==> src/sbs_pkg.sv <==
// ----------------------------------------------------------------------------
// Sorted table binary search package
// Shared constants, codes and types for the sorted table binary search unit.
// ----------------------------------------------------------------------------
package sbs_pkg;

   localparam int DEPTH  = 1024;
   localparam int IDX_W  = $clog2(DEPTH);
   localparam int SIZE_W = IDX_W + 1;
   localparam int CFG_W  = 11;
   localparam int POS_W  = 10;
   localparam int WORD_W = 32;

   localparam logic MODE_LOAD   = 1'b0;
   localparam logic MODE_SEARCH = 1'b1;

   typedef enum logic {
      ST_IDLE,
      ST_SEARCH
   } state_type;

   typedef struct packed {
      logic                     wr_en;
      logic [IDX_W-1:0]         wr_addr;
      logic signed [WORD_W-1:0] wr_data;
      logic                     rd_en;
      logic [IDX_W-1:0]         rd_addr;
   } mem_req_type;

endpackage

==> src/sbs_search_ctrl.sv <==
// ----------------------------------------------------------------------------
// Search controller
// Accepts load and search items, walks the bounds one probe per cycle and
// drives the result strobe.
// ----------------------------------------------------------------------------
module sbs_search_ctrl (
   input  logic                              clock,
   input  logic                              reset,
   input  logic                              start,
   output logic                              busy,
   input  logic                              req_mode,
   input  logic [sbs_pkg::IDX_W-1:0]         req_entry_index,
   input  logic signed [sbs_pkg::WORD_W-1:0] req_value,
   input  logic                              csr_valid,
   output logic                              csr_ready,
   input  logic [sbs_pkg::CFG_W-1:0]         csr_table_size,
   output logic                              rsp_strobe,
   output logic                              rsp_found,
   output logic [sbs_pkg::POS_W-1:0]         rsp_position,
   output sbs_pkg::mem_req_type              mem_req,
   input  logic signed [sbs_pkg::WORD_W-1:0] rd_data
);
   import sbs_pkg::*;

   state_type                state_ff, state_in;
   logic [CFG_W-1:0]         size_ff, size_in;
   logic                     rd_pend_ff, rd_pend_in;
   logic                     rsp_strobe_ff, rsp_strobe_in;
   logic                     found_ff, found_in;
   logic [POS_W-1:0]         position_ff, position_in;
   logic [SIZE_W-1:0]        lo_ff, lo_in;
   logic [SIZE_W-1:0]        hip1_ff, hip1_in;
   logic [IDX_W-1:0]         mid_ff, mid_in;
   logic signed [WORD_W-1:0] key_ff, key_in;

   logic              accept;
   logic [SIZE_W-1:0] size_sat;
   logic [SIZE_W-1:0] lo_cur, hip1_cur, span, mid_calc;
   logic              hit, more, finish;

   assign accept   = start & (state_ff == ST_IDLE);
   assign size_sat = (size_ff > CFG_W'(DEPTH)) ? SIZE_W'(DEPTH) : size_ff[SIZE_W-1:0];

   always_comb begin
      lo_cur   = lo_ff;
      hip1_cur = hip1_ff;
      hit      = 1'b0;
      if (rd_pend_ff) begin
         if (rd_data == key_ff) begin
            hit = 1'b1;
         end else if (rd_data < key_ff) begin
            lo_cur = {1'b0, mid_ff} + SIZE_W'(1);
         end else begin
            hip1_cur = {1'b0, mid_ff};
         end
      end
      more     = lo_cur < hip1_cur;
      span     = hip1_cur - lo_cur - SIZE_W'(1);
      mid_calc = lo_cur + (span >> 1);
      finish   = hit | ~more;
   end

   always_comb begin
      state_in = state_ff;
      case (state_ff)
         ST_IDLE: begin
            if (accept && req_mode == MODE_SEARCH) begin
               state_in = ST_SEARCH;
            end
         end
         ST_SEARCH: begin
            if (finish) begin
               state_in = ST_IDLE;
            end
         end
         default: state_in = ST_IDLE;
      endcase
   end

   always_comb begin
      busy            = (state_ff == ST_SEARCH);
      csr_ready       = 1'b1;
      size_in         = (csr_valid && csr_ready) ? csr_table_size : size_ff;
      mem_req.wr_en   = accept && req_mode == MODE_LOAD;
      mem_req.wr_addr = req_entry_index;
      mem_req.wr_data = req_value;
      mem_req.rd_en   = 1'b0;
      mem_req.rd_addr = mid_calc[IDX_W-1:0];
      lo_in           = lo_ff;
      hip1_in         = hip1_ff;
      mid_in          = mid_ff;
      key_in          = key_ff;
      rd_pend_in      = 1'b0;
      rsp_strobe_in   = 1'b0;
      found_in        = found_ff;
      position_in     = position_ff;
      case (state_ff)
         ST_IDLE: begin
            if (accept && req_mode == MODE_SEARCH) begin
               lo_in   = '0;
               hip1_in = size_sat;
               key_in  = req_value;
            end
         end
         ST_SEARCH: begin
            mem_req.rd_en = ~finish;
            rd_pend_in    = ~finish;
            lo_in         = lo_cur;
            hip1_in       = hip1_cur;
            mid_in        = mid_calc[IDX_W-1:0];
            rsp_strobe_in = finish;
            found_in      = hit;
            position_in   = hit ? mid_ff[POS_W-1:0] : '0;
         end
         default: begin
            rd_pend_in = 1'b0;
         end
      endcase
   end

   always_ff @(posedge clock) begin
      if (reset) begin
         state_ff      <= ST_IDLE;
         size_ff       <= '0;
         rd_pend_ff    <= 1'b0;
         rsp_strobe_ff <= 1'b0;
      end else begin
         state_ff      <= state_in;
         size_ff       <= size_in;
         rd_pend_ff    <= rd_pend_in;
         rsp_strobe_ff <= rsp_strobe_in;
      end
   end

   always_ff @(posedge clock) begin
      lo_ff       <= lo_in;
      hip1_ff     <= hip1_in;
      mid_ff      <= mid_in;
      key_ff      <= key_in;
      found_ff    <= found_in;
      position_ff <= position_in;
   end

   assign rsp_strobe   = rsp_strobe_ff;
   assign rsp_found    = found_ff;
   assign rsp_position = position_ff;

endmodule

==> config.mk <==
export PLATFORM = sky130hd
export DESIGN_NAME = sbs_search_ctrl
export DESIGN_NICKNAME = d
export VERILOG_FILES = /design/src/sbs_pkg.sv /design/src/sbs_search_ctrl.sv
export SDC_FILE = /design/constraint.sdc
export NUM_CORES = 1
export LEC_CHECK = 0
export BUFFER_PORTS_ARGS = -buffer_cell sky130_fd_sc_hd__buf_2
export CAP_MARGIN = 10
export CORE_ASPECT_RATIO = 0.6
export CORE_UTILIZATION = 40
export DETAILED_ROUTE_END_ITERATION = 8
export PLACE_DENSITY = 0.72
export REMOVE_ABC_BUFFERS = 1
export SYNTH_ARGS = -nofsm -noshare
export SYNTH_HDL_FRONTEND = slang
export SYNTH_SLANG_ARGS = --single-unit
==> constraint.sdc <==
create_clock -name clock -period 11.2 [get_ports clock]
set_clock_uncertainty 0.1 [all_clocks]
set_input_delay 0 -clock clock [delete_from_list [all_inputs] [get_ports clock]]
set_output_delay 0 -clock clock [all_outputs]
set_load 0.05 [all_outputs]
# Yosys cells after proc, flatten, opt, wreduce, memory -nomap -nowiden
# Cells that the tools add are included.
[word_totals]
register_bits = 89
inputBits = 90
[classes]
n_addsub = 4
order_cmp = 3
n_eq_ne = 2
mux = 17
n_bitwise = 6
reduce_logical = 4
[op_table]
columns = ["cell", "count"]
rows = [
  ["$mux 11", 9],
  ["$pmux 11 s2", 2],
  ["$eq 32x32->1", 1],
  ["$lt 32x32->1", 1],
  ["$add 10x1->11 const B", 1],
  ["$gt 11x11->1 const B", 1],
  ["$lt 11x11->1", 1],
  ["$sub 11x1->11 const B", 1],
  ["$sub 11x11->11", 1],
  ["$add 10x10->10", 1],
  ["$mux 1", 5],
  ["$not 1->1", 4],
  ["$logic_and 1x1->1", 2],
  ["$ne 2x1->1 const B", 1],
  ["$pmux 1 s2", 1],
  ["$reduce_and 2->1", 1],
  ["$reduce_or 2->1", 1],
  ["$and 1x1->1", 1],
  ["$or 1x1->1", 1],
]

# Logic depth before layout (Yosys ltp)
# Gate-level depths: netlist (run 1).
[logic_depth]
depth_word = 9
depth_mapped = 28
mapped_depth_nobuf = 26

# Least setup slack after synthesis (run 1)
# OpenSTA, ideal clock, no wires.
[synth_timing]
path_kind = "flip-flop to flip-flop"
from = "register key_ff[31]"
to = "register mid_ff[9], data pin"
setup_time_ns = 0.361
arrival_ns = 6.717
slack_ns = 4.022
path_stages_with_launch = 27
period_less_slack_ns = 7.178
cell_sequence = "edfxtp_1 -> inv_1 -> ha_1 -> nand4_1 -> nor3_1 -> a221o_1 -> o21a_1 -> o31ai_1 -> clkbuf_1 -> mux2i_1 -> inv_1 -> ha_1 -> nand2_1 -> or3_1 -> or4_1 -> and3_1 -> clkbuf_1 -> o21ai_1 -> a221oi_1 -> xnor2_1 -> ha_1 -> clkbuf_1 -> nand4_1 -> or2_2 -> a2111oi_0 -> a311oi_1 -> xnor2_1"
[synth_lines]
columns = ["element", "line_no", "source"]
rows = [
  ["start, declared", "sbs_search_ctrl.sv:34", "logic signed [WORD_W-1:0] key_ff, key_in;"],
  ["start signal, assigned", "sbs_search_ctrl.sv:139", "key_ff <= key_in;"],
  ["end signal, assigned", "sbs_search_ctrl.sv:138", "mid_ff <= mid_in;"],
  ["end, declared", "sbs_search_ctrl.sv:33", "logic [IDX_W-1:0] mid_ff, mid_in;"],
]

==> results_dict.tcl, run 1 <==
set metrics [dict create \
    synth_top_family_by_area "simple AND/OR/NAND/NOR gates" \
    p_leak_uw 0.00338 \
    vias 4796 \
    vias_per_cell 5.06 \
    wl_per_cell_um 15.9 \
    netlist_instances 584 \
    async_flop_share 0 \
    drc 0 \
    cts_tree "built" \
    synth_xor_area_frac 0.0383 \
    yosysSeqAreaShare 0.426 \
    track_usage 0.201 \
    synthSimpleGateAreaFrac 0.135 \
    grt_pass1_vias 4447 \
    numClockSinks 89 \
    firstDrtPassIters 6 \
    ys_warn_count 0 \
    fin_area_um2 7480 \
    maxSlewHeadroom 0.513 \
    clk_pin_slew_worst_paths_ns 0.06 \
    rows 34 \
    vdd_drop_max_mv 0.152 \
    drive_gt1_frac 0.233 \
    finalCritPeriodShare 0.646 \
    synth-edff-count 75 \
    synth.avg_cell_area_um2 10.2 \
    n_antenna_cell 0 \
    cp_max_fo 12 \
    finalMaxSlewViolations 0 \
    status "completed" \
    dp_hpwl_um 10900 \
    setup_viol 0 \
    clock_path_buffers 2 \
    antenna_found_initial 0 \
    finalWirelength_um 15100 \
    nNetsFinal 896 \
    setup_tns_ns 0 \
    rsz0062_at_grt "no" \
    die_w_um 159 \
    boundaryPins 158 \
    clock_latency_ns 0.35 \
    cts_setup_buffers 0 \
    grt_pass1_wl_um 23800 \
    hold_viol 0 \
    htreeDepth 3 \
    synth_fa_ha_area_frac 0.133 \
    cts_root_buf "clkbuf_16" \
    fillCellCount 1269 \
    tightestPinTransition_ns 0.724 \
    p_per_area_nw_per_um2 171 \
    drtIter0Drc 399 \
    initial_core_util 0.410 \
    fin_crit_ns 7.23 \
    required_ns 11.10 \
    crit_path_end_kind "output port" \
    area_growth_pct 25.9 \
    detail-route-antenna-nets 0 \
    dieArea_um2 15400 \
    yosys.area.top_type "edfxtp_1" \
    synth_top_area_frac 0.379 \
    io_buffers 136 \
    cts_buffers 9 \
    synthTopCellsByArea "edfxtp_1, ha_1, buf_4" \
    placeableCoreArea_um2 14500 \
    gp_congestion 0.899 \
    fp.dieH_um 96.4 \
    dpl-instance-area_um2 6540 \
    start_kind "flip-flop" \
    ys_ff_latch 89 \
    synth_cell_types 63 \
    synth_area_um2 5940 \
    muxShareOfSynthArea 0.0478 \
    grt_max_degree 35 \
    worstSetupPathType "flip-flop to output port" \
    ys.flop_type "edfxtp_1" \
    drv_cap 0 \
    synth_compound_area_frac 0.117 \
    grt_remaining_overflow 0 \
    crit_arrival_ns 7.13 \
    worstHoldPathType "input port to output port" \
    fmax_mhz 138 \
]
## Yosys cell counts, types with 3 or more instances
library cell  instances
o21a_1                4
a31oi_1               3
buf_4                44
ha_1                 59
nand3_1              11
nor3_1               11
mux2_2                5
nor3b_1               3
a21o_1                7
nor2b_1               5
a31o_2                3
nand2b_1              3
o21ai_0              25
inv_1                63
nor2_1               37
nand2_1              32
and2_1               17
clkbuf_1             10
a21oi_1              33
mux2i_1              20
nor4_1                4
or3_1                 4
o211ai_1              3
edfxtp_1             75
dfxtp_1              14
nand3b_1              4
xnor2_1              16
xor2_1               10
or2_2                 4
and3_1                5
nand4_1               9
## placed cells by master (no fill, tap or decap), types with 5 or more instances in the layout
cell type        n
o21ai_0         25
nand2_1         32
nor3_1          11
inv_1           63
ha_1            59
dlygate4sd3_1   65
xnor2_1         16
a21oi_1         33
clkbuf_16        9
nand4_1          9
a21o_1           7
mux2_2           5
nor2b_1          5
mux2i_1         20
and3_1           5
and2_1          17
dfxtp_1         14
buf_2          136
edfxtp_1        75
nor2_1          37
nand3_1         11
xor2_1          10
## timing repair
action | 4_1_cts | 5_1_grt
hold buffers | 65 | 0
gates resized for setup | 0 | 0
endpoints found under the hold margin | 56 | 0
## logic make-up (layout without fill, tap and decap cells)
| family | count (synthesis) | count (layout) |
|---|---|---|
| compound gates | 105 | 105 |
| xor+xnor | 26 | 26 |
| fa+ha+maj | 62 | 62 |
| buf+inv | 119 | 285 |
| flops | 89 | 89 |
| mux | 27 | 27 |
| other cells | 1 | 1 |
| simple gates | 155 | 155 |
## layout make-up
| type | instances | area [um2] | area share |
|---|---|---|---|
| flip-flops and latches | 89 | 2530 | 0.339 |
| multi-input cells | 376 | 2800 | 0.375 |
| well taps | 198 | 248 | 0.0331 |
| clock buffers | 9 | 225 | 0.0301 |
| repair buffers | 205 | 1360 | 0.182 |
| clock inverters | 7 | 68.8 | 0.00920 |
| inverters | 64 | 240 | 0.0321 |
## worst max-delay path: stages, from the launching register on
cell      delay (ns)
edfxtp_1        0.34
inv_1           0.05
ha_1            0.35
nand4_1         0.18
nor4_1          0.68
a31oi_1         0.30
o31ai_2         0.12
buf_4           0.25
mux2i_1         0.35
inv_1           0.13
ha_1            0.36
nand2_1         0.08
or3_1           0.30
or4_1           0.39
and3_1          0.27
o21ai_1         0.30
a22oi_1         0.11
a21oi_1         0.18
xor2_1          0.19
ha_1            0.31
a21o_1          0.18
a21o_1          0.18
a21oi_1         0.21
or2_2           0.14
o311ai_0        0.11
a311oi_1        0.27
xnor2_1         0.17
buf_2           0.29
## report_power, final
group          total [uW]  switching (uW)  internal, uW  leakage, uW
Sequential            419            22.0           397     0.000835
Clock                 303             145           158     0.000148
Combinational         556             377           180      0.00240
## stage by stage
step	power, uW	cells	hold slack [ns]	utilization	worst slack [ns]
after floorplan	793	529	-0.100	-	3.83
after global placement	943	867	-0.0994	0.450	4.73
after detailed placement	948	867	-0.0994	0.450	4.45
after CTS	1280	948	0.220	0.516	4.07
after global routing	1340	948	0.245	0.516	3.49
final	1280	948	0.219	0.516	3.97
## worst paths after layout
check                           startpoint          end  slack (ns)  cells after the start
worst max-delay path            key_ff[31]   mem_req[9]        3.97                     27
worst min-delay path              req_mode  mem_req[53]        0.22                      3
worst max register to register  key_ff[31]    mid_ff[9]        4.39                     26
worst min register to register  size_ff[6]   hip1_ff[6]        0.48                      2
## registers in the layout, summed over array words and instances, names as in the netlist
register	cells
lo_ff	11
rsp_position	10
rsp_strobe	1
mid_ff	10
hip1_ff	11
key_ff	32
size_ff	11
rsp_found	1
rd_pend_ff	1
busy	1
## layer usage
layer | part of all wire | up-vias | GRT usage
li1 | - | 2361 | -
met1 | 0.50 | 2233 | 0.302
met2 | 0.40 | 190 | 0.284
met3 | 0.097 | 12 | 0.0585
met4 | 0.0072 | 0 | 0.0321
met5 | 0 | - | 0
Note: power is estimated with default switching activity, not from simulation.
==> run 2, diff against run 1 <==
==> constraint.sdc (replaced) <==
create_clock -name clock -period 7.3 [get_ports clock]
set_clock_uncertainty 0.1 [all_clocks]
set_input_delay 0 -clock clock [delete_from_list [all_inputs] [get_ports clock]]
set_output_delay 0 -clock clock [all_outputs]
set_load 0.05 [all_outputs]
==> results_dict.tcl, run 2 (synthesized netlist as in run 1, its figures left out) <==
set metrics [dict create \
    status "completed" \
    clk_pin_slew_worst_paths_ns 0.07 \
    crit_slowest_cell "nor4_2" \
    fin_hold_ws_ns 0.221 \
    cts_tree "built" \
    dp_hpwl_um 10900 \
    detail-route-antenna-nets 0 \
    vias 4777 \
    drv_cap 0 \
    grt_max_degree 35 \
    multiInputGateArea_um2 2830 \
    swShare 0.424 \
    top_register "key_ff" \
    boundaryPins 158 \
    track_usage 0.206 \
    die_w_um 159 \
    setup_tns_ns 0 \
    fillCellCount 1274 \
    largest_reg_flops 32 \
    n_antenna_cell 0 \
    dieArea_um2 15400 \
    cts_buffers 9 \
    dp_cells 869 \
    max_stage_delay_ns 0.59 \
    worstHoldPathType "input port to output port" \
    instances_no_fill 954 \
    antenna_found_initial 0 \
    mostFrequentLayoutCell "buf_2" \
    seq_area_um2 2530 \
    setup_viol 0 \
    drive_gt1_frac 0.245 \
    crit_arrival_ns 6.87 \
    switchingPower_uw 832 \
    vdd_drop_max_mv 0.264 \
    grt_pass1_wl_um 24200 \
    fp.dieH_um 96.4 \
    p_int_uw 1130 \
    nNetsFinal 902 \
    finalCritPeriodShare 0.955 \
    htreeDepth 3 \
    initial_core_util 0.410 \
    hold_viol 0 \
    firstDrtPassIters 4 \
    drtIter0Drc 446 \
    cts_root_buf "clkbuf_16" \
    tightestPinTransition_ns 0.711 \
    drc 0 \
    gp_congestion 0.945 \
    rows 34 \
    wl_per_cell_um 16.0 \
    p_leak_uw 0.00341 \
    fmax_mhz 143 \
    area_growth_pct 27.1 \
    clock_latency_ns 0.35 \
    fin_total_pwr_uw 1960 \
    grt_pass1_vias 4454 \
    crit_path_end_kind "output port" \
    io_buffers 136 \
    cp_max_fo 10 \
    layout_common_cells "buf_2, edfxtp_1, dlygate4sd3_1" \
    required_ns 7.20 \
    maxSlewHeadroom 0.524 \
    seqPwrFrac 0.327 \
    finalMaxSlewViolations 0 \
    numClockSinks 89 \
    start_kind "flip-flop" \
    p_per_area_nw_per_um2 259 \
    fin_crit_ns 6.97 \
    clkPwrFrac 0.234 \
    grt_remaining_overflow 0 \
    worstSetupPathType "flip-flop to output port" \
    clock_path_buffers 2 \
    placeableCoreArea_um2 14500 \
    vias_per_cell 5.01 \
    finalWirelength_um 15300 \
    power_frac_comb 0.439 \
]
## run 2: changes by cell type in the layout (fill, tap and decap cells not counted), moves of 2 or more
cell	before	now
nor4_1	4	2
nor4_2	0	2
inv_8	4	1
buf_4	4	10
inv_6	0	3
## run 2: worst paths after layout
| check | cells after the start | endpoint | start | slack, ns |
|---|---|---|---|---|
| min | 3 | mem_req[53] | req_mode | 0.22 |
| min reg2reg | 2 | hip1_ff[4] | size_ff[4] | 0.50 |
| max | 27 | mem_req[9] | key_ff[15] | 0.33 |
| max reg2reg | 26 | mid_ff[9] | key_ff[15] | 0.76 |
## run 2: cell type report
cell class,count,share of cell area
Clock buffer,9,0.0298
Clock inverter,7,0.00911
Inverter,64,0.0318
Multi-Input combinational cell,376,0.375
Sequential cell,89,0.335
Tap cell,198,0.0328
Timing Repair Buffer,211,0.186
## run 2: layer usage
metal | routed length, um | GRT usage | vias up
met1 | 7910 | 0.312 | 2211
met2 | 5980 | 0.284 | 181
met5 | 0 | 0 | -
met3 | 1280 | 0.0568 | 14
li1 | - | - | 2371
met4 | 141 | 0.0465 | 0
## run 2: critical path: cells and delay by family (launching register included)
family                     cells  cell delay (ns)
and+or+nand+nor                6             1.36
DFF                            1             0.32
buffers and inverters          5             0.83
xor gates and xnor gates       2             0.33
adders and majority gates      3             1.15
AOI/OAI and AO/OA             11             2.50
## run 2: what timing repair did
action / 4_1_cts / 5_1_grt
gates resized for setup: 1 / 5
setup buffers: 0 / 4
hold endpoints to repair: 56 / 0
pin swaps: 0 / 2
hold buffers: 65 / 0
setup endpoints to repair: 1 / 3
## run 2: per-stage QoR
stage | setup slack [ns] | utilization | cell area, um2
finish | 0.328 | 0.521 | 7550
detailed placement | 0.0900 | 0.452 | 6550
global route | -0.0988 | 0.521 | 7550
CTS | 0.0564 | 0.517 | 7500
floorplan | -0.0682 | - | 5570
global placement | 0.374 | 0.452 | 6550
## run 2: power by group through the flow
stage / sequential, uW / clock, uW / combinational, uW
6_report: 642 / 458 / 860
5_1_grt: 645 / 487 / 925
4_1_cts: 640 / 464 / 846
3_5_place_dp: 651 / 0 / 803
3_3_place_gp: 650 / 0 / 799
2_1_floorplan: 647 / 0 / 570
